`config.mk`:
```
export PLATFORM = sky130hd
export DESIGN_NAME = llsf_fifo
export DESIGN_NICKNAME = d
export VERILOG_FILES = /design/src/llsf_fifo.sv
export SDC_FILE = /design/constraint.sdc
export NUM_CORES = 1
export LEC_CHECK = 0
export ABC_CLOCK_PERIOD_IN_PS = 1350
export BUFFER_PORTS_ARGS = -buffer_cell sky130_fd_sc_hd__buf_4
export CAP_MARGIN = 20
export CORE_ASPECT_RATIO = 0.9
export CORE_MARGIN = 3
export CORE_UTILIZATION = 44
export DETAILED_ROUTE_END_ITERATION = 8
export PLACE_DENSITY = 0.71
export SYNTH_ARGS = -nofsm -noshare
export SYNTH_HDL_FRONTEND = slang
export SYNTH_SLANG_ARGS = --single-unit
```
`constraint.sdc`:
```
create_clock -name i_clk -period 1.35 [get_ports i_clk]
set_input_delay 0.27 -clock i_clk [delete_from_list [all_inputs] [get_ports i_clk]]
set_output_delay 0.27 -clock i_clk [all_outputs]
set_load 0.02 [all_outputs]
```
`src/llsf_fifo.sv`:
```
// Two-entry queue between the front and the solver.
`timescale 1ns / 1ps
module llsf_fifo #(
    parameter int WIDTH = 8
) (
    input  logic             i_clk,
    input  logic             i_rst_n,
    input  logic             i_push,
    input  logic [WIDTH-1:0] i_data,
    output logic             o_can_push,
    output logic             o_valid,
    input  logic             i_pop,
    output logic [WIDTH-1:0] o_data
);
    logic [WIDTH-1:0] r_mem [2];
    logic             r_wr, r_rd;
    logic [1:0]       r_cnt;
    logic             do_push, do_pop;

    assign o_can_push = r_cnt != 2'd2;
    assign o_valid    = r_cnt != 2'd0;
    assign o_data     = r_mem[r_rd];
    assign do_push    = i_push & o_can_push;
    assign do_pop     = i_pop & o_valid;

    always_ff @(posedge i_clk) begin
        if (do_push) begin
            r_mem[r_wr] <= i_data;
        end
    end

    always_ff @(posedge i_clk) begin
        if (!i_rst_n) begin
            r_wr  <= 1'b0;
            r_rd  <= 1'b0;
            r_cnt <= 2'd0;
        end else begin
            if (do_push) begin
                r_wr <= ~r_wr;
            end
            if (do_pop) begin
                r_rd <= ~r_rd;
            end
            r_cnt <= r_cnt + {1'b0, do_push} - {1'b0, do_pop};
        end
    end

endmodule

```
==> qor.csv <==
metric;value;unit
largest net degree at the start of global routing;13;
pwr/cell area;1829;nW/um2
die area;2395;um2
Fin. Hold Viols;0;
RSZ-0062 raised after global routing;yes;
Avg Synthesized Cell Area;16.55;um2
Starting Density;47.72;%
CTS Sinks;21;
peak supply drop;1.112;mV
Final GP Congestion;0.6967;
failing checks;negative setup slack;
net count after synthesis;63;
Setup Skew;0.001330;ns
setup slack, reg-to-reg;-0.15;ns
Total Routing Usage GR;12.47;%
CP Data Required Time;1.54;ns
Site Rows;14;
cell area after layout;1224;um2
Worst Setup Start Kind;register;
Area growth syn-to-layout;50.93;%
DPL Wire Length;979.4;um
DRC;0;
Worst EP arrival;1.70;ns
slew margin rel.;88.38;%
hold-fix buffers at CTS;0;
placed cell count;102;
dominant cell type by area after synthesis;edfxtp_1;
Final WS setup;-0.1548;ns
die height;46.73;um
Placed Area;1101;um2
number of global-route vias before repair;473;
Worst-Margin Slew;0.1731;ns
# IOs;22;
commonest non-fill, non-tap cell in the layout;buf_4;
commonest non-fill, non-tap cells in the layout;buf_4 (18), edfxtp_1 (16), buf_6 (12), mux2_4 (8), clkbuf_4 (3);
Synth Cell Area;810.8;um2
Core Box Area;1699;um2
Worst-Skew Late Latency;0.29;ns
CP endpoint kind;register;
Final Util;72.02;%
Worst Hold Class;in2reg;
pre-CTS setup slack;-0.1573;ns
Vias per Instance;4.547;
final period utilization;111.5;%
top cell type's share of synthesized area;59.26;%
WL final;1289;um
Syn Inst Count;49;
CP Max Fanout;3;
Area contributors post-synth;edfxtp_1 (59%), dfxtp_1 (12%), mux2_2 (11%), xnor2_1 (3.2%), ha_1 (3.1%);
IO Port Bufs;21;
total CTS buffers;3;
layout cells sized above 1;64.63;%
drt pass-1 iters;2;
most frequent CP cell;ha_4;
CP Class;reg2reg;
Hold Slack;0.1566;ns
Buf/Inv on CP;1;
Synth cell types;16;
clk root buf;clkbuf_4;
initial antenna violation count;0;
CTS H-tree depth;1;
CTS tree;yes;
status;finished with violations;
max-slew violations;0;
Top delay family on crit path;adder cells;
register area share after synthesis;71.60;%
total number of vias;482;
multi-input logic area;305.3;um2
Crit-path slowest cell;dfxtp_4;
CP cell instances;o21a_4 -> ha_4 -> inv_2 -> ha_4 -> xnor2_2 -> xnor2_1 -> and2_1;
FF+latch area;586.8;um2
Syn. warnings;0;
crit path launch;r_cnt[1];
die width;51.25;um
Worst Hold End;r_mem[0][3];
Antenna Violating Nets Remaining;0;
Clock Tree Buf Depth;2;
Fin Setup TNS;-1.308;ns
Worst Reg-to-Reg Cells;7;
synthesis-stage register bit count;21;
worst reg2reg path endpoint;r_cnt[1];
max incr delay on CP;0.37;ns
min-delay src;i_data[3];
CTS clock-pin slew for the worst setup and hold paths;0.11;ns
f_max;664.5;MHz
Overflow after GRT;0;
Pleak;0.5013;nW
Worst R2R Start;r_cnt[1];
Finished Layout Cells;106;
Iteration-0 DRC Markers;8;
fill count;128;
Final min period;1.505;ns
Worst Hold Depth;1;
max cap viols;0;
WL/cell;12.16;um
setup violators final;10;
# diodes;0;
PnR Total Power;2.238;mW
first-pass GRT wire length;2076;um
nets;97;
state kept, by name, summed over array words and instances (netlist names), named ones only:
signal and cells:
r_cnt 2, r_mem 16, r_rd 1, r_wr 1
cells by family (layout without fill, tap and decap cells):
kind of cell	count (synthesis)	in the layout	synth area share, %
xor+xnor	3	3	3.241
buf+inv	2	35	1.079
simple gates	11	11	7.562
compound gates	1	1	1.080
mux	9	9	12.35
flops	21	21	71.61
fa+ha+maj	2	2	3.086
where the power goes:
group          total [mW]  internal (mW)  switching, mW  leakage (nW)
combinational        1.06          0.625          0.438         0.291
sequential          0.896          0.834         0.0619         0.192
clock               0.279          0.110          0.169        0.0177
total                2.24           1.57          0.669         0.501
synthesized netlist by cell type:
master    count
and2_1        2
and3_1        1
buf_2         1
dfxtp_1       5
edfxtp_1     16
ha_1          2
inv_1         1
mux2_2        8
mux2i_1       1
nand2_1       2
nand2b_1      2
nor2_1        1
nor2b_1       2
o21a_2        1
or2_2         1
xnor2_1       3
worst max-delay path by stage:
stage          endpoint  slack (ns)  cells past startpoint
2_1_floorplan  r_cnt[1]       -0.14                      8
3_3_place_gp   r_cnt[1]       -0.12                      7
3_5_place_dp   r_cnt[1]       -0.16                      7
4_1_cts        r_cnt[1]       -0.17                      7
5_1_grt        r_cnt[1]       -0.21                      7
6_report       r_cnt[1]       -0.15                      7
layout make-up:
class / instances / area share (%)
sequential: 21 / 47.96
clock inverter: 1 / 0.4090
clock buffer: 3 / 1.840
multi-input combinational: 26 / 24.95
tap: 24 / 2.454
inverter: 1 / 0.3067
timing repair buffer: 30 / 22.09
metal layers:
| metal | GRT usage [%] | part of all wire [%] |
|---|---|---|
| met1 | 14.90 | 41 |
| met2 | 21.59 | 53 |
| met3 | 2.913 | 4.8 |
| met4 | 6.283 | 1.6 |
| met5 | 0 | 0 |
worst reg2reg max path: cells and delay by family, from the launching register on:
kind | cells | cell delay [ns]
buffers and inverters | 1 | 0.04
AO/OA/AOI/OAI | 1 | 0.21
AND/OR/NAND/NOR | 1 | 0.15
adder cells (fa/ha/maj) | 2 | 0.41
XOR/XNOR | 2 | 0.25
flip-flops | 1 | 0.37
what timing repair did:
action	in CTS	in global routing
buffers inserted	0	0
pin swaps	3	2
cloned	0	0
resized for setup	21	3
setup endpoints to repair	10	12
(Power assumes the default switching activity.)
