--- src/llsf_pkg.sv ---
// Shared constants and types of the least-squares fit core.
`timescale 1ns / 1ps
package llsf_pkg;

    localparam int CNT_W      = 16;
    localparam int FIELD_W    = 48;
    localparam int RSQ_W      = 17;
    localparam int QBITS      = 50;
    localparam int FRAC_SHIFT = 17;
    localparam int QSH        = QBITS - FRAC_SHIFT;

    typedef logic [1:0] t_status;

    localparam t_status ST_OK    = 2'd0;
    localparam t_status ST_XFLAT = 2'd1;
    localparam t_status ST_YFLAT = 2'd2;

    localparam logic [QBITS-1:0] POS_MAX = QBITS'(48'h7FFF_FFFF_FFFF);
    localparam logic [QBITS-1:0] NEG_MAX = QBITS'(48'h8000_0000_0000);
    localparam logic [QBITS-1:0] RSQ_MAX = QBITS'(17'h10000);

endpackage

--- src/llsf_accum.sv ---
// Front part: accepts sample items and keeps the running sums.
`timescale 1ns / 1ps
module llsf_accum #(
    parameter int MAX_SAMPLES = 65535,
    parameter int SAMPLE_BITS = 16,
    parameter int SW          = SAMPLE_BITS + 17,
    parameter int PW          = 2 * SAMPLE_BITS + 16,
    parameter int SNAP_W      = 16 + 2 * SW + 3 * PW
) (
    input  logic                          i_clk,
    input  logic                          i_rst_n,
    input  logic                          i_valid,
    output logic                          o_ready,
    input  logic signed [SAMPLE_BITS-1:0] i_x_value,
    input  logic signed [SAMPLE_BITS-1:0] i_y_value,
    input  logic                          i_last_sample,
    output logic                          o_push_valid,
    input  logic                          i_push_ready,
    output logic [SNAP_W-1:0]             o_push_data
);
    import llsf_pkg::*;

    localparam int S = SAMPLE_BITS;

    logic [CNT_W-1:0]     r_n, n_n;
    logic signed [SW-1:0] r_sx, n_sx, r_sy, n_sy, xe, ye;
    logic signed [PW-1:0] r_sxy, n_sxy, r_sxx, n_sxx, r_syy, n_syy;
    logic signed [2*S-1:0] pxy, pxx, pyy;
    logic keep, accept;

    assign pxy = i_x_value * i_y_value;
    assign pxx = i_x_value * i_x_value;
    assign pyy = i_y_value * i_y_value;
    assign xe  = {{(SW-S){i_x_value[S-1]}}, i_x_value};
    assign ye  = {{(SW-S){i_y_value[S-1]}}, i_y_value};

    assign keep   = r_n < CNT_W'(MAX_SAMPLES);
    assign accept = i_valid & i_push_ready;
    assign o_ready = i_push_ready;

    always_comb begin
        n_n   = r_n;
        n_sx  = r_sx;
        n_sy  = r_sy;
        n_sxy = r_sxy;
        n_sxx = r_sxx;
        n_syy = r_syy;
        if (keep) begin
            n_n   = r_n + CNT_W'(1);
            n_sx  = r_sx + xe;
            n_sy  = r_sy + ye;
            n_sxy = r_sxy + {{(PW-2*S){pxy[2*S-1]}}, pxy};
            n_sxx = r_sxx + {{(PW-2*S){pxx[2*S-1]}}, pxx};
            n_syy = r_syy + {{(PW-2*S){pyy[2*S-1]}}, pyy};
        end
    end

    assign o_push_valid = accept & i_last_sample;
    assign o_push_data  = {n_n, n_sx, n_sy, n_sxy, n_sxx, n_syy};

    always_ff @(posedge i_clk) begin
        if (!i_rst_n || (accept && i_last_sample)) begin
            r_n   <= '0;
            r_sx  <= '0;
            r_sy  <= '0;
            r_sxy <= '0;
            r_sxx <= '0;
            r_syy <= '0;
        end else if (accept) begin
            r_n   <= n_n;
            r_sx  <= n_sx;
            r_sy  <= n_sy;
            r_sxy <= n_sxy;
            r_sxx <= n_sxx;
            r_syy <= n_syy;
        end
    end

endmodule

--- config.mk ---
export PLATFORM = sky130hd
export DESIGN_NAME = llsf_accum
export DESIGN_NICKNAME = d
export VERILOG_FILES = /design/src/llsf_pkg.sv /design/src/llsf_accum.sv
export SDC_FILE = /design/constraint.sdc
export NUM_CORES = 2
export LEC_CHECK = 0
export BUFFER_PORTS_ARGS = -buffer_cell sky130_fd_sc_hd__buf_4
export CORE_MARGIN = 2
export CORE_UTILIZATION = 69
export DETAILED_ROUTE_END_ITERATION = 8
export HOLD_SLACK_MARGIN = 0.03
export PLACE_DENSITY = 0.89
export SLEW_MARGIN = 20
export SYNTH_ARGS = -nofsm -noshare
export SYNTH_HDL_FRONTEND = slang
export SYNTH_SLANG_ARGS = --single-unit
--- constraint.sdc ---
create_clock -name i_clk -period 14.31 [get_ports i_clk]
set_clock_uncertainty 0.15 [all_clocks]
set_input_delay 0.7155 -clock i_clk [delete_from_list [all_inputs] [get_ports i_clk]]
set_output_delay 0.7155 -clock i_clk [all_outputs]
set_load 0.005 [all_outputs]
==> flow_metrics.py <==
metrics = {
    "route": {
        "wl_met2_um": 62630,
        "num_vias": 42600,
        "drc": 0,
        "wire_per_inst_um": 19.74,
        "via_per_inst": 6.086,
        "top_layer": "met4",
        "first_pass_iters": 7,
        "wl_met1_um": 52800,
        "drt_wl_total_um": 138100,
        "drtAntennaViolNets": 0,
        "wl_met3_um": 16540,
        "drt_iter0_drc": 4143,
    },
    "setup_path": {
        "cp_max_fo": 41,
        "r2r_end": "r_sxy[44]",
        "crit_top_cell": "fa_1",
        "r2r_slack_ns": 9.92,
        "worstPathArrival_ns": 11.18,
        "cp-end-kind": "primary output",
        "worstSetupPathType": "in -> out",
        "rr_worst_depth": 11,
        "start_kind": "primary input",
        "cpMaxStageDelayCell": "fa_1",
        "critical_path_required_ns": 13.44,
        "cpPeakStageDelay_ns": 0.92,
        "reg2reg_from": "r_n[4]",
    },
    "timing": {
        "period_needed_ns": 12.05,
        "drv_slew": 0,
        "hold_violations": 0,
        "max_freq_ghz": 0.08302,
        "fin_setup_tns_ns": 0,
        "slew_headroom_pct": 24.68,
        "fin_crit_sh_pct": 84.17,
        "finalSetupViolCount": 0,
        "tightest_slew_ns": 1.127,
        "rsz0062_at_grt": "false",
    },
    "yosys": {
        "ys.flop_type": "dfxtp_1",
        "ys_ff_latch": 226,
        "ys_seq_area_share_pct": 9.447,
        "synth_cells": 5981,
        "ys_top_cells_by_count": "1,000 x inv_1, 900 x nand2_1, 731 x fa_1",
        "syn_nets": 7221,
        "ys.warnings.count": 0,
        "synth_edf_count": 0,
        "yosys.area.top_type": "fa_1",
        "ys_async_sr_fraction_pct": 0,
        "syn_avg_cell_area_um2": 8.007,
        "yosysMostFrequentCell": "inv_1",
        "synth_area_leaders": "fa_1 31%, ha_1 12%, dfxtp_1 9.4%, inv_1 7.8%, nand2_1 7.1%",
        "synth_top_area_share_pct": 30.56,
        "syn-cell-area_um2": 47890,
        "synthDistinctLibCells": 88,
    },
    "placement": {
        "place_congestion": 0.9572,
        "io_buffer_count": 264,
        "place_hpwl_um": 104200,
    },
    "clocking": {
        "clock_latency_ns": 0.58,
        "cts.sinks": 226,
        "path_clk_slew_ns": 0.06,
        "cts-root-buf": "clkbuf_16",
        "ctsHoldBuffers": 0,
        "ctsResizeCount": 0,
        "postCtsSetupRepairBufs": 0,
        "cts_tree": "done",
        "numCtsBuffers": 26,
        "cts_buffer_depth": 3,
        "h-tree-depth": 1,
    },
    "worst_hold_path": {
        "hold_depth": 2,
        "holdCritPathClass": "reg -> reg",
        "worstHoldEndpoint": "r_sxy[43]",
        "hold_start": "r_sxy[43]",
    },
    "floorplanning": {
        "pin_count": 265,
        "num_rows": 96,
        "die_h_um": 267.5,
        "start_util_pct": 69.70,
        "core_area_um2": 68710,
        "die_w_um": 267.5,
        "die_area_um2": 71530,
    },
    "global_routing": {
        "grt_pass1_wl_um": 221800,
        "antenna_found_initial": 1,
        "overflow": 0,
        "grt_pass1_vias": 43080,
        "grt_max_degree": 172,
        "grt_usage_pct": 39.23,
    },
    "flow_run": {
        "cap_violations": 0,
    },
    "finish": {
        "drive_gt1_share_pct": 6.495,
        "multi_input_area_um2": 38710,
        "fill_cells": 5032,
        "area_growth_pct": 7.012,
        "seqCellArea_um2": 4524,
        "nets": 7286,
    },
    "run_status": {
        "status": "finished, final reports clean",
    },
}
==> final cells by class <==
class / instances / share of cell area [%]
Timing Repair Buffer: 280 / 4.126
Inverter: 1005 / 7.361
Tap cell: 931 / 2.273
Multi-Input combinational cell: 4507 / 75.54
Clock inverter: 11 / 0.3491
Clock buffer: 37 / 1.509
Antenna cell: 2 / 0.009766
Sequential cell: 226 / 8.828
==> metrics by stage <==
stage | instances | hold slack, ns | utilization (%) | worst slack, ns | area (um2)
after floorplan | 5981 | 0.2970 | - | 4.212 | 47890
after global placement | 6949 | 0.3100 | 73.20 | 2.918 | 50290
after detailed placement | 6949 | 0.3156 | 73.20 | 2.647 | 50290
after CTS | 6997 | 0.3253 | 74.58 | 2.555 | 51240
after global routing | 6998 | 0.3478 | 74.59 | 1.740 | 51250
final | 6999 | 0.3266 | 74.59 | 2.265 | 51250
==> flip-flops by register name, indices dropped and copies added, names as in the netlist <==
| register | flops |
|---|---|
| r_sy | 33 |
| r_n | 16 |
| r_sx | 33 |
| r_sxx | 48 |
| r_sxy | 48 |
| r_syy | 48 |
==> worst max path at each step <==
stage / slack, ns / to / start
after floorplan: 4.21 / o_push_data[47] / i_y_value[15]
after global placement: 2.92 / o_push_data[47] / i_y_value[15]
after detailed placement: 2.65 / o_push_data[47] / i_y_value[15]
after CTS: 2.55 / o_push_data[47] / i_y_value[15]
after global routing: 1.74 / o_push_data[47] / i_y_value[15]
final: 2.26 / o_push_data[47] / i_y_value[15]
==> layer usage <==
metal	up-vias	track usage, %
met5	-	0
met4	0	16.68
met3	442	9.654
met2	2333	61.81
met1	20580	51.76
li1	19240	-
==> worst max-delay path, delay by kind of cell <==
kind / cells / cell delay [ns]
compound gates: 14 / 3.07
xor+xnor: 3 / 1.27
simple gates: 3 / 0.61
fa+ha+maj: 8 / 4.30
buf+inv: 5 / 1.14
==> cells in the final DEF (no fill, tap or decap), types with 11 or more instances in the layout <==
master	n
nor3_1	50
o211ai_1	18
clkbuf_16	27
nor4_1	11
o21bai_1	42
nand4_1	29
a21oi_1	461
xor2_1	93
o31ai_1	13
inv_1	1000
nor2b_1	28
a31oi_1	28
xnor2_1	225
o211a_1	12
nand3_1	86
or3_1	25
and2_1	170
fa_1	731
nand2b_1	48
o22ai_1	12
a21o_1	136
nand2_1	898
o21ai_0	190
buf_4	279
a31o_2	15
or2_2	14
nor2_1	396
and3_1	26
dfxtp_1	226
ha_1	472
a211oi_1	35
o21ai_1	49
o21a_1	42
==> kinds of logic after synthesis <==
group,synth area share [%]
flops,9.447
simple gates,16.67
compound gates,15.12
fa+ha+maj,42.89
mux,0.1254
xor+xnor,5.902
buf+inv,9.850
Power is left out: the tool's default activity adds up to more than one toggle a clock period on the data nets, which glitch-free logic cannot reach.
