--- src/llsf_pkg.sv ---
// Shared constants and types of the least-squares fit core.
`timescale 1ns / 1ps
package llsf_pkg;

    localparam int CNT_W      = 16;
    localparam int FIELD_W    = 48;
    localparam int RSQ_W      = 17;
    localparam int QBITS      = 50;
    localparam int FRAC_SHIFT = 17;
    localparam int QSH        = QBITS - FRAC_SHIFT;

    typedef logic [1:0] t_status;

    localparam t_status ST_OK    = 2'd0;
    localparam t_status ST_XFLAT = 2'd1;
    localparam t_status ST_YFLAT = 2'd2;

    localparam logic [QBITS-1:0] POS_MAX = QBITS'(48'h7FFF_FFFF_FFFF);
    localparam logic [QBITS-1:0] NEG_MAX = QBITS'(48'h8000_0000_0000);
    localparam logic [QBITS-1:0] RSQ_MAX = QBITS'(17'h10000);

endpackage

--- src/llsf_solver.sv ---
// Back part: closed-form fit with a shift-add multiplier and a restoring divider.
`timescale 1ns / 1ps
module llsf_solver #(
    parameter int SAMPLE_BITS = 16,
    parameter int SW          = SAMPLE_BITS + 17,
    parameter int PW          = 2 * SAMPLE_BITS + 16,
    parameter int SNAP_W      = 16 + 2 * SW + 3 * PW
) (
    input  logic                          i_clk,
    input  logic                          i_rst_n,
    input  logic                          i_job_valid,
    output logic                          o_job_pop,
    input  logic [SNAP_W-1:0]             i_job_data,
    output logic                          o_valid,
    input  logic                          i_ready,
    output logic [llsf_pkg::FIELD_W-1:0]  o_slope,
    output logic [llsf_pkg::FIELD_W-1:0]  o_intercept,
    output logic [llsf_pkg::RSQ_W-1:0]    o_r_squared,
    output logic [llsf_pkg::CNT_W-1:0]    o_sample_count,
    output llsf_pkg::t_status             o_fit_status
);
    import llsf_pkg::*;

    localparam int MW  = 2 * SAMPLE_BITS + 35;
    localparam int WW  = 2 * MW;
    localparam int LW  = WW + 1;
    localparam int CTW = $clog2(MW > QBITS ? MW : QBITS);

    localparam logic [2:0] S_IDLE     = 3'd0;
    localparam logic [2:0] S_MUL_LOAD = 3'd1;
    localparam logic [2:0] S_MUL_RUN  = 3'd2;
    localparam logic [2:0] S_MUL_DONE = 3'd3;
    localparam logic [2:0] S_DIV_LOAD = 3'd4;
    localparam logic [2:0] S_DIV_RUN  = 3'd5;
    localparam logic [2:0] S_DIV_DONE = 3'd6;
    localparam logic [2:0] S_FINISH   = 3'd7;

    localparam logic [3:0] M_N_SXX  = 4'd0;
    localparam logic [3:0] M_SX_SX  = 4'd1;
    localparam logic [3:0] M_N_SYY  = 4'd2;
    localparam logic [3:0] M_SY_SY  = 4'd3;
    localparam logic [3:0] M_N_SXY  = 4'd4;
    localparam logic [3:0] M_SX_SY  = 4'd5;
    localparam logic [3:0] M_SXX_SY = 4'd6;
    localparam logic [3:0] M_SX_SXY = 4'd7;
    localparam logic [3:0] M_C_C    = 4'd8;
    localparam logic [3:0] M_DX_DY  = 4'd9;

    localparam logic [1:0] D_SLOPE = 2'd0;
    localparam logic [1:0] D_ICPT  = 2'd1;
    localparam logic [1:0] D_RSQ   = 2'd2;

    logic [2:0]            r_state;
    logic [3:0]            r_mstep;
    logic [1:0]            r_dstep;
    logic [CTW-1:0]        r_cnt;
    logic [CNT_W-1:0]      r_n;
    logic signed [SW-1:0]  r_sx, r_sy;
    logic signed [PW-1:0]  r_sxy, r_sxx, r_syy;
    logic signed [LW-1:0]  r_t1, r_dx, r_dy, r_c, r_ni;
    logic [WW-1:0]         r_c2, r_d2;
    logic [WW-1:0]         r_ma, r_mp;
    logic [MW-1:0]         r_mb;
    logic                  r_psign;
    logic [WW-1:0]         r_den, r_rem;
    logic [QBITS-1:0]      r_dq;
    logic                  r_ovf, r_qneg;
    logic [FIELD_W-1:0]    r_slope, r_icpt;
    logic [RSQ_W-1:0]      r_rsq;
    t_status               r_status;

    logic signed [LW-1:0]  op_a, op_b, a_mag, b_mag, sprod;
    logic                  a_neg, b_neg, x_flat, y_flat;
    logic [WW-1:0]         d_num, d_den;
    logic                  d_neg;
    logic [WW:0]           rs;
    logic                  ge;
    logic [QBITS-1:0]      q_round, q_max, q_sat;
    logic [FIELD_W-1:0]    q_field;

    always_comb begin
        case (r_mstep)
            M_N_SXX:  begin op_a = LW'(r_n);  op_b = LW'(r_sxx); end
            M_SX_SX:  begin op_a = LW'(r_sx); op_b = LW'(r_sx);  end
            M_N_SYY:  begin op_a = LW'(r_n);  op_b = LW'(r_syy); end
            M_SY_SY:  begin op_a = LW'(r_sy); op_b = LW'(r_sy);  end
            M_N_SXY:  begin op_a = LW'(r_n);  op_b = LW'(r_sxy); end
            M_SX_SY:  begin op_a = LW'(r_sx); op_b = LW'(r_sy);  end
            M_SXX_SY: begin op_a = LW'(r_sxx); op_b = LW'(r_sy); end
            M_SX_SXY: begin op_a = LW'(r_sx); op_b = LW'(r_sxy); end
            M_C_C:    begin op_a = r_c;  op_b = r_c;  end
            M_DX_DY:  begin op_a = r_dx; op_b = r_dy; end
            default:  begin op_a = '0;   op_b = '0;   end
        endcase
    end

    assign a_neg = op_a[LW-1];
    assign b_neg = op_b[LW-1];
    assign a_mag = a_neg ? -op_a : op_a;
    assign b_mag = b_neg ? -op_b : op_b;
    assign sprod = r_psign ? -$signed({1'b0, r_mp}) : $signed({1'b0, r_mp});

    assign x_flat = r_dx[LW-1] || (r_dx == '0);
    assign y_flat = r_dy[LW-1] || (r_dy == '0);

    always_comb begin
        d_den = r_dx[WW-1:0];
        case (r_dstep)
            D_SLOPE: begin
                d_neg = r_c[LW-1];
                d_num = d_neg ? WW'(-r_c) : r_c[WW-1:0];
            end
            D_ICPT: begin
                d_neg = r_ni[LW-1];
                d_num = d_neg ? WW'(-r_ni) : r_ni[WW-1:0];
            end
            default: begin
                d_neg = 1'b0;
                d_num = r_c2;
                d_den = r_d2;
            end
        endcase
    end

    assign rs = {r_rem, r_dq[QBITS-1]};
    assign ge = rs >= {1'b0, r_den};

    assign q_round = {1'b0, r_dq[QBITS-1:1]} + QBITS'(r_dq[0]);
    assign q_max   = (r_dstep == D_RSQ) ? RSQ_MAX : (r_qneg ? NEG_MAX : POS_MAX);
    assign q_sat   = (r_ovf || q_round > q_max) ? q_max : q_round;
    assign q_field = r_qneg ? (FIELD_W'(0) - q_sat[FIELD_W-1:0]) : q_sat[FIELD_W-1:0];

    assign o_job_pop = (r_state == S_IDLE) && i_job_valid;

    always_ff @(posedge i_clk) begin
        if (!i_rst_n) begin
            r_state <= S_IDLE;
            o_valid <= 1'b0;
        end else begin
            if (o_valid && i_ready && r_state != S_FINISH) begin
                o_valid <= 1'b0;
            end
            unique case (r_state)
                S_IDLE: begin
                    if (i_job_valid) begin
                        {r_n, r_sx, r_sy, r_sxy, r_sxx, r_syy} <= i_job_data;
                        r_mstep <= M_N_SXX;
                        r_state <= S_MUL_LOAD;
                    end
                end
                S_MUL_LOAD: begin
                    r_ma    <= WW'(a_mag[MW-1:0]);
                    r_mb    <= b_mag[MW-1:0];
                    r_mp    <= '0;
                    r_psign <= a_neg ^ b_neg;
                    r_cnt   <= CTW'(MW - 1);
                    r_state <= S_MUL_RUN;
                end
                S_MUL_RUN: begin
                    if (r_mb[0]) begin
                        r_mp <= r_mp + r_ma;
                    end
                    r_ma <= r_ma << 1;
                    r_mb <= r_mb >> 1;
                    r_cnt <= r_cnt - CTW'(1);
                    if (r_cnt == '0) begin
                        r_state <= S_MUL_DONE;
                    end
                end
                S_MUL_DONE: begin
                    case (r_mstep)
                        M_SX_SX:  r_dx <= r_t1 - sprod;
                        M_SY_SY:  r_dy <= r_t1 - sprod;
                        M_SX_SY:  r_c  <= r_t1 - sprod;
                        M_SX_SXY: r_ni <= r_t1 - sprod;
                        M_C_C:    r_c2 <= r_mp;
                        M_DX_DY:  r_d2 <= r_mp;
                        default:  r_t1 <= sprod;
                    endcase
                    if (r_mstep == M_DX_DY) begin
                        r_dstep <= D_SLOPE;
                        r_state <= S_DIV_LOAD;
                    end else begin
                        r_mstep <= r_mstep + 4'd1;
                        r_state <= S_MUL_LOAD;
                    end
                end
                S_DIV_LOAD: begin
                    if (x_flat) begin
                        r_slope  <= '0;
                        r_icpt   <= '0;
                        r_rsq    <= '0;
                        r_status <= ST_XFLAT;
                        r_state  <= S_FINISH;
                    end else if (r_dstep == D_RSQ && y_flat) begin
                        r_rsq    <= '0;
                        r_status <= ST_YFLAT;
                        r_state  <= S_FINISH;
                    end else begin
                        r_den   <= d_den;
                        r_rem   <= d_num >> QSH;
                        r_dq    <= {d_num[QSH-1:0], {FRAC_SHIFT{1'b0}}};
                        r_ovf   <= (d_num >> QSH) >= d_den;
                        r_qneg  <= d_neg;
                        r_cnt   <= CTW'(QBITS - 1);
                        r_state <= ((d_num >> QSH) >= d_den) ? S_DIV_DONE : S_DIV_RUN;
                    end
                end
                S_DIV_RUN: begin
                    r_rem <= ge ? WW'(rs - {1'b0, r_den}) : rs[WW-1:0];
                    r_dq  <= {r_dq[QBITS-2:0], ge};
                    r_cnt <= r_cnt - CTW'(1);
                    if (r_cnt == '0) begin
                        r_state <= S_DIV_DONE;
                    end
                end
                S_DIV_DONE: begin
                    case (r_dstep)
                        D_SLOPE: r_slope <= q_field;
                        D_ICPT:  r_icpt  <= q_field;
                        default: r_rsq   <= q_sat[RSQ_W-1:0];
                    endcase
                    if (r_dstep == D_RSQ) begin
                        r_status <= ST_OK;
                        r_state  <= S_FINISH;
                    end else begin
                        r_dstep <= r_dstep + 2'd1;
                        r_state <= S_DIV_LOAD;
                    end
                end
                S_FINISH: begin
                    if (!o_valid || i_ready) begin
                        o_valid        <= 1'b1;
                        o_slope        <= r_slope;
                        o_intercept    <= r_icpt;
                        o_r_squared    <= r_rsq;
                        o_sample_count <= r_n;
                        o_fit_status   <= r_status;
                        r_state        <= S_IDLE;
                    end
                end
                default: r_state <= S_IDLE;
            endcase
        end
    end

    a_rsq_range: assert property (@(posedge i_clk) disable iff (!i_rst_n)
        o_valid |-> o_r_squared <= RSQ_W'(17'h10000))
        else $error("r squared above one");

    a_xflat_zero: assert property (@(posedge i_clk) disable iff (!i_rst_n)
        (o_valid && o_fit_status == ST_XFLAT) |->
        (o_slope == '0 && o_intercept == '0 && o_r_squared == '0))
        else $error("flat x spread with nonzero result");

    a_no_pop_busy: assert property (@(posedge i_clk) disable iff (!i_rst_n)
        (r_state != S_IDLE) |-> !o_job_pop)
        else $error("job taken while solver busy");

endmodule

--- config.mk ---
export PLATFORM = sky130hd
export DESIGN_NAME = llsf_solver
export DESIGN_NICKNAME = d
export VERILOG_FILES = /design/src/llsf_pkg.sv /design/src/llsf_solver.sv
export SDC_FILE = /design/constraint.sdc
export NUM_CORES = 2
export LEC_CHECK = 0
export BUFFER_PORTS_ARGS = -buffer_cell sky130_fd_sc_hd__buf_4
export CAP_MARGIN = 10
export CORE_MARGIN = 4
export CORE_UTILIZATION = 50
export CTS_BUF_LIST = sky130_fd_sc_hd__clkbuf_8
export DETAILED_ROUTE_END_ITERATION = 8
export PLACE_DENSITY_LB_ADDON = 0.15
export SETUP_SLACK_MARGIN = 0.05
export SKIP_CTS_REPAIR_TIMING = 1
export SLEW_MARGIN = 40
export SYNTH_ARGS = -nofsm -noshare
export SYNTH_HDL_FRONTEND = slang
export SYNTH_SLANG_ARGS = --single-unit
--- constraint.sdc ---
create_clock -name i_clk -period 20 [get_ports i_clk]
set_input_delay 0 -clock i_clk [delete_from_list [all_inputs] [get_ports i_clk]]
set_output_delay 0 -clock i_clk [all_outputs]
set_load 0.02 [all_outputs]
==> metrics.md <==
| Metric | Value |
|---|---|
| Post-route ant nets | 0 |
| Htree depth | 5 |
| CP Launch Point | r_mp[9] |
| Initial Util | 50.2% |
| DR iter-0 viols | 15,600 |
| R2r startpoint | r_mp[9] |
| Synthesis-to-finish area growth | 15.4% |
| Total grt overflow | 0 |
| Most used flip-flop cell after synthesis | edfxtp_1 |
| Fin crit share | a little over two fifths |
| Asr flop ratio synth | 0% |
| Slew of the pin with the lowest slew margin | roughly 1.1 ns |
| I/O Buffers | between 300 and 400 |
| Gpl congestion | 1.07 |
| Violated checks | DRC |
| Final WL | 509,000 um |
| Seq/Total Area, Yosys | between 50% and 60% |
| Core ar. | 243,000 um^2 |
| Initial DRT Pass Iterations | 9 |
| CTS max path bufs | 4 |
| Hold Path Origin | i_rst_n |
| Post-DP HPWL | 391,000 um |
| P per Cell Area | between 100 and 150 nW/um^2 |
| GRT Overall Usage | between 30% and 40% |
| Setup CP Type | flop to flop |
| Final WS setup | around 11 ns |
| Routed len/inst | between 30 and 40 um |
| Worst slew margin | around a quarter |
| Most common cell in the netlist | edfxtp_1 |
| CTS tree | done |
| Critical path's largest stage delay | 0.58 ns |
| Maximum VDD drop | ~0.00013 V |
| Dpl ws | 11.44 ns |
| Flop and latch count out of synthesis | 2,088 |
| Final Setup Violations | 0 |
| Mapped Area | 122,000 um^2 |
| Via count | just over 100k |
| Chip Width | 502 um |
| Die area | 252,000 um^2 |
| Fmax | between 100 and 150 MHz |
| Max-Cap Viols | 0 |
| Fill cell count | between 20,000 and 25,000 |
| Final core occ | 57.9% |
| CP top delay family | simple AND/OR/NAND/NOR gates |
| Pin count of the biggest net entering global routing | ~160 |
| Synth top cells by count | edfxtp_1 (2,084), a21oi_1 (940), nand2_1 (901) |
| Layout cells sized above 1 | 10.7% |
| Worst path arrival time | 9.55 ns |
| Vias per cell | 6.53 |
| RSZ-0062 raised after global routing | false |
| Worst hold-check path type | input port to flop |
| Clk slew on worst S/H paths | 0.06 ns |
| Slew Limit Fails | 0 |
| IO Pins | around 360 |
| Worst Setup Start Kind | flop |
| Number of global-route vias before repair | 94,400 |
| Static Leak | 52.7 nW |
| Fin. Hold Viols | 0 |
| Status | finished with violations |
| Fin Setup TNS | 0 ns |
| Global-route wire length before repair | 698,000 um |
| Crit path buf inv count | 2 |
| CP max stage cell | or4_4 |
| Cell variety after synth | 110 |
| Skew-Pair Late Insertion Delay | 1.12 ns |
| Yosys top cell area share | roughly half |
| Post-synth top area cell | edfxtp_1 |
| CP dominant cell by count | or3_1 |
| Crit end category | flop |
| Clock sink count | 2,088 |
| CTS Buf Count | 380 |
| CTS root buffer | clkbuf_8 |
| Post-layout minimum cycle time | just under 9 ns |
| Nets | 13,200 |
| Crit-path max FO | 7 |
| Yosys warning total | 0 |
| Setup Skew | approximately 0.10 ns |
| DRC | 7 |
| Die height | 502 um |
| Syn_nets | 12,400 |
| Synth top area cells | edfxtp_1 (51%), ha_1 (5.8%), a21oi_1 (3.9%) |
| Worst endpoint required time | 20.83 ns |
| Syn Inst Count | between 10,000 and 15,000 |
| Syn avg cell area | 10.6 um^2 |
| Initial antenna violation count | 50 |
| Num rows | 181 |
| Post-synth EDFFs | 2,084 |
final cells by class:
class	count	area (um^2)	area share [%]
Inverter	604	2270	1.61
Clock inverter	273	1510	1.07
Sequential cell	2088	62700	44.5
Clock buffer	383	5270	3.74
Timing Repair Buffer	1033	9200	6.53
Tap cell	3202	4010	2.84
Antenna cell	29	72.6	0.0515
Multi-Input combinational cell	8276	56000	39.7
stage by stage:
step | hold slack (ns) | total power, mW | instances | area, um^2
3_3_place_gp | 0.179 | 12.4 | 14700 | 128000
3_5_place_dp | 0.179 | 12.5 | 14700 | 129000
2_1_floorplan | 0.0989 | 10.2 | 11600 | 122000
6_report | 0.0583 | 16.6 | 15900 | 141000
5_1_grt | 0.0215 | 17.3 | 15900 | 141000
4_1_cts | -1.00 | 16.3 | 15400 | 136000
power breakdown:
part | total, mW | switching (mW) | leakage (nW) | internal, mW
logic | 6.44 | 4.39 | 29.8 | 2.05
registers | 6.32 | 0.474 | 19.1 | 5.85
clock network | 3.83 | 1.88 | 3.87 | 1.94
total | 16.6 | 6.74 | 52.7 | 9.84
tightest hold or removal path: stages:
cell and delay (ns):
dlygate4sd3_1 0.53, buf_4 0.22, o21a_1 0.16, o21ai_0 0.08
nand2_1 0.05
per-layer routing:
metal	vias up	global-route usage [%]	wire length, um
li1	45100	-	-
met1	51000	54.4	207000
met2	6404	53.6	208000
met3	1262	12.3	64700
met4	40	17.6	28600
met5	-	0	851
layout by cell type (no fill, tap or decap), types with 33 or more instances in the layout:
cell type and n:
nand3_1 178, clkinv_2 46, buf_4 533, or3_1 106, a21boi_0 33, or2_2 57
clkbuf_8 383, nor2_1 833, nand2_1 898, nor4_1 119, a21oi_1 936, or4_1 60
mux2i_1 131, xnor2_1 514, o21a_1 87, ha_1 562, o221ai_1 51, clkinv_1 89
a211oi_1 53, nor2b_1 72, dlygate4sd3_1 457, o21bai_1 124, and3_1 128, a22oi_1 183
nor3_1 166, nand4_1 292, edfxtp_1 2084, o21ai_0 650, a21o_1 360, a221oi_1 56
o31ai_1 145, and2_1 73, a31oi_1 105, o211ai_1 58, xor2_1 449, nand2b_1 96
mux2i_2 35, inv_1 709, o41ai_1 66, a32oi_1 37
cell families (layout without fill, tap and decap cells):
group | Yosys count | count (layout) | share of synthesized area, %
XOR/XNOR | 972 | 972 | 6.97
flip-flops | 2088 | 2088 | 51.3
AO/OA/AOI/OAI | 3273 | 3273 | 17.4
adder cells (fa/ha/maj) | 569 | 569 | 5.85
other | 0 | 29 | 0
AND/OR/NAND/NOR | 3271 | 3271 | 13.2
buffers and inverters | 1211 | 2293 | 3.80
multiplexers | 191 | 191 | 1.59
path summary, 6_finish.rpt:
path	end	slack [ns]	depth (start not counted)
worst max-delay path	r_c[131]	11.27	25
worst min-delay path	r_state[1]	0.06	5
worst max register to register	r_c[131]	11.27	25
worst min register to register	o_intercept[11]	0.40	0
state kept, by name, summed over array words and instances, names as in the netlist, 50 cells and up:
signal  flops
r_mp      134
r_rem     134
r_mb       67
r_c       135
r_ma      134
r_dx      135
r_den     134
r_t1      135
r_c2      134
r_dy      135
r_ni      135
r_d2      134
r_dq       50
(Power assumes the default switching activity.)
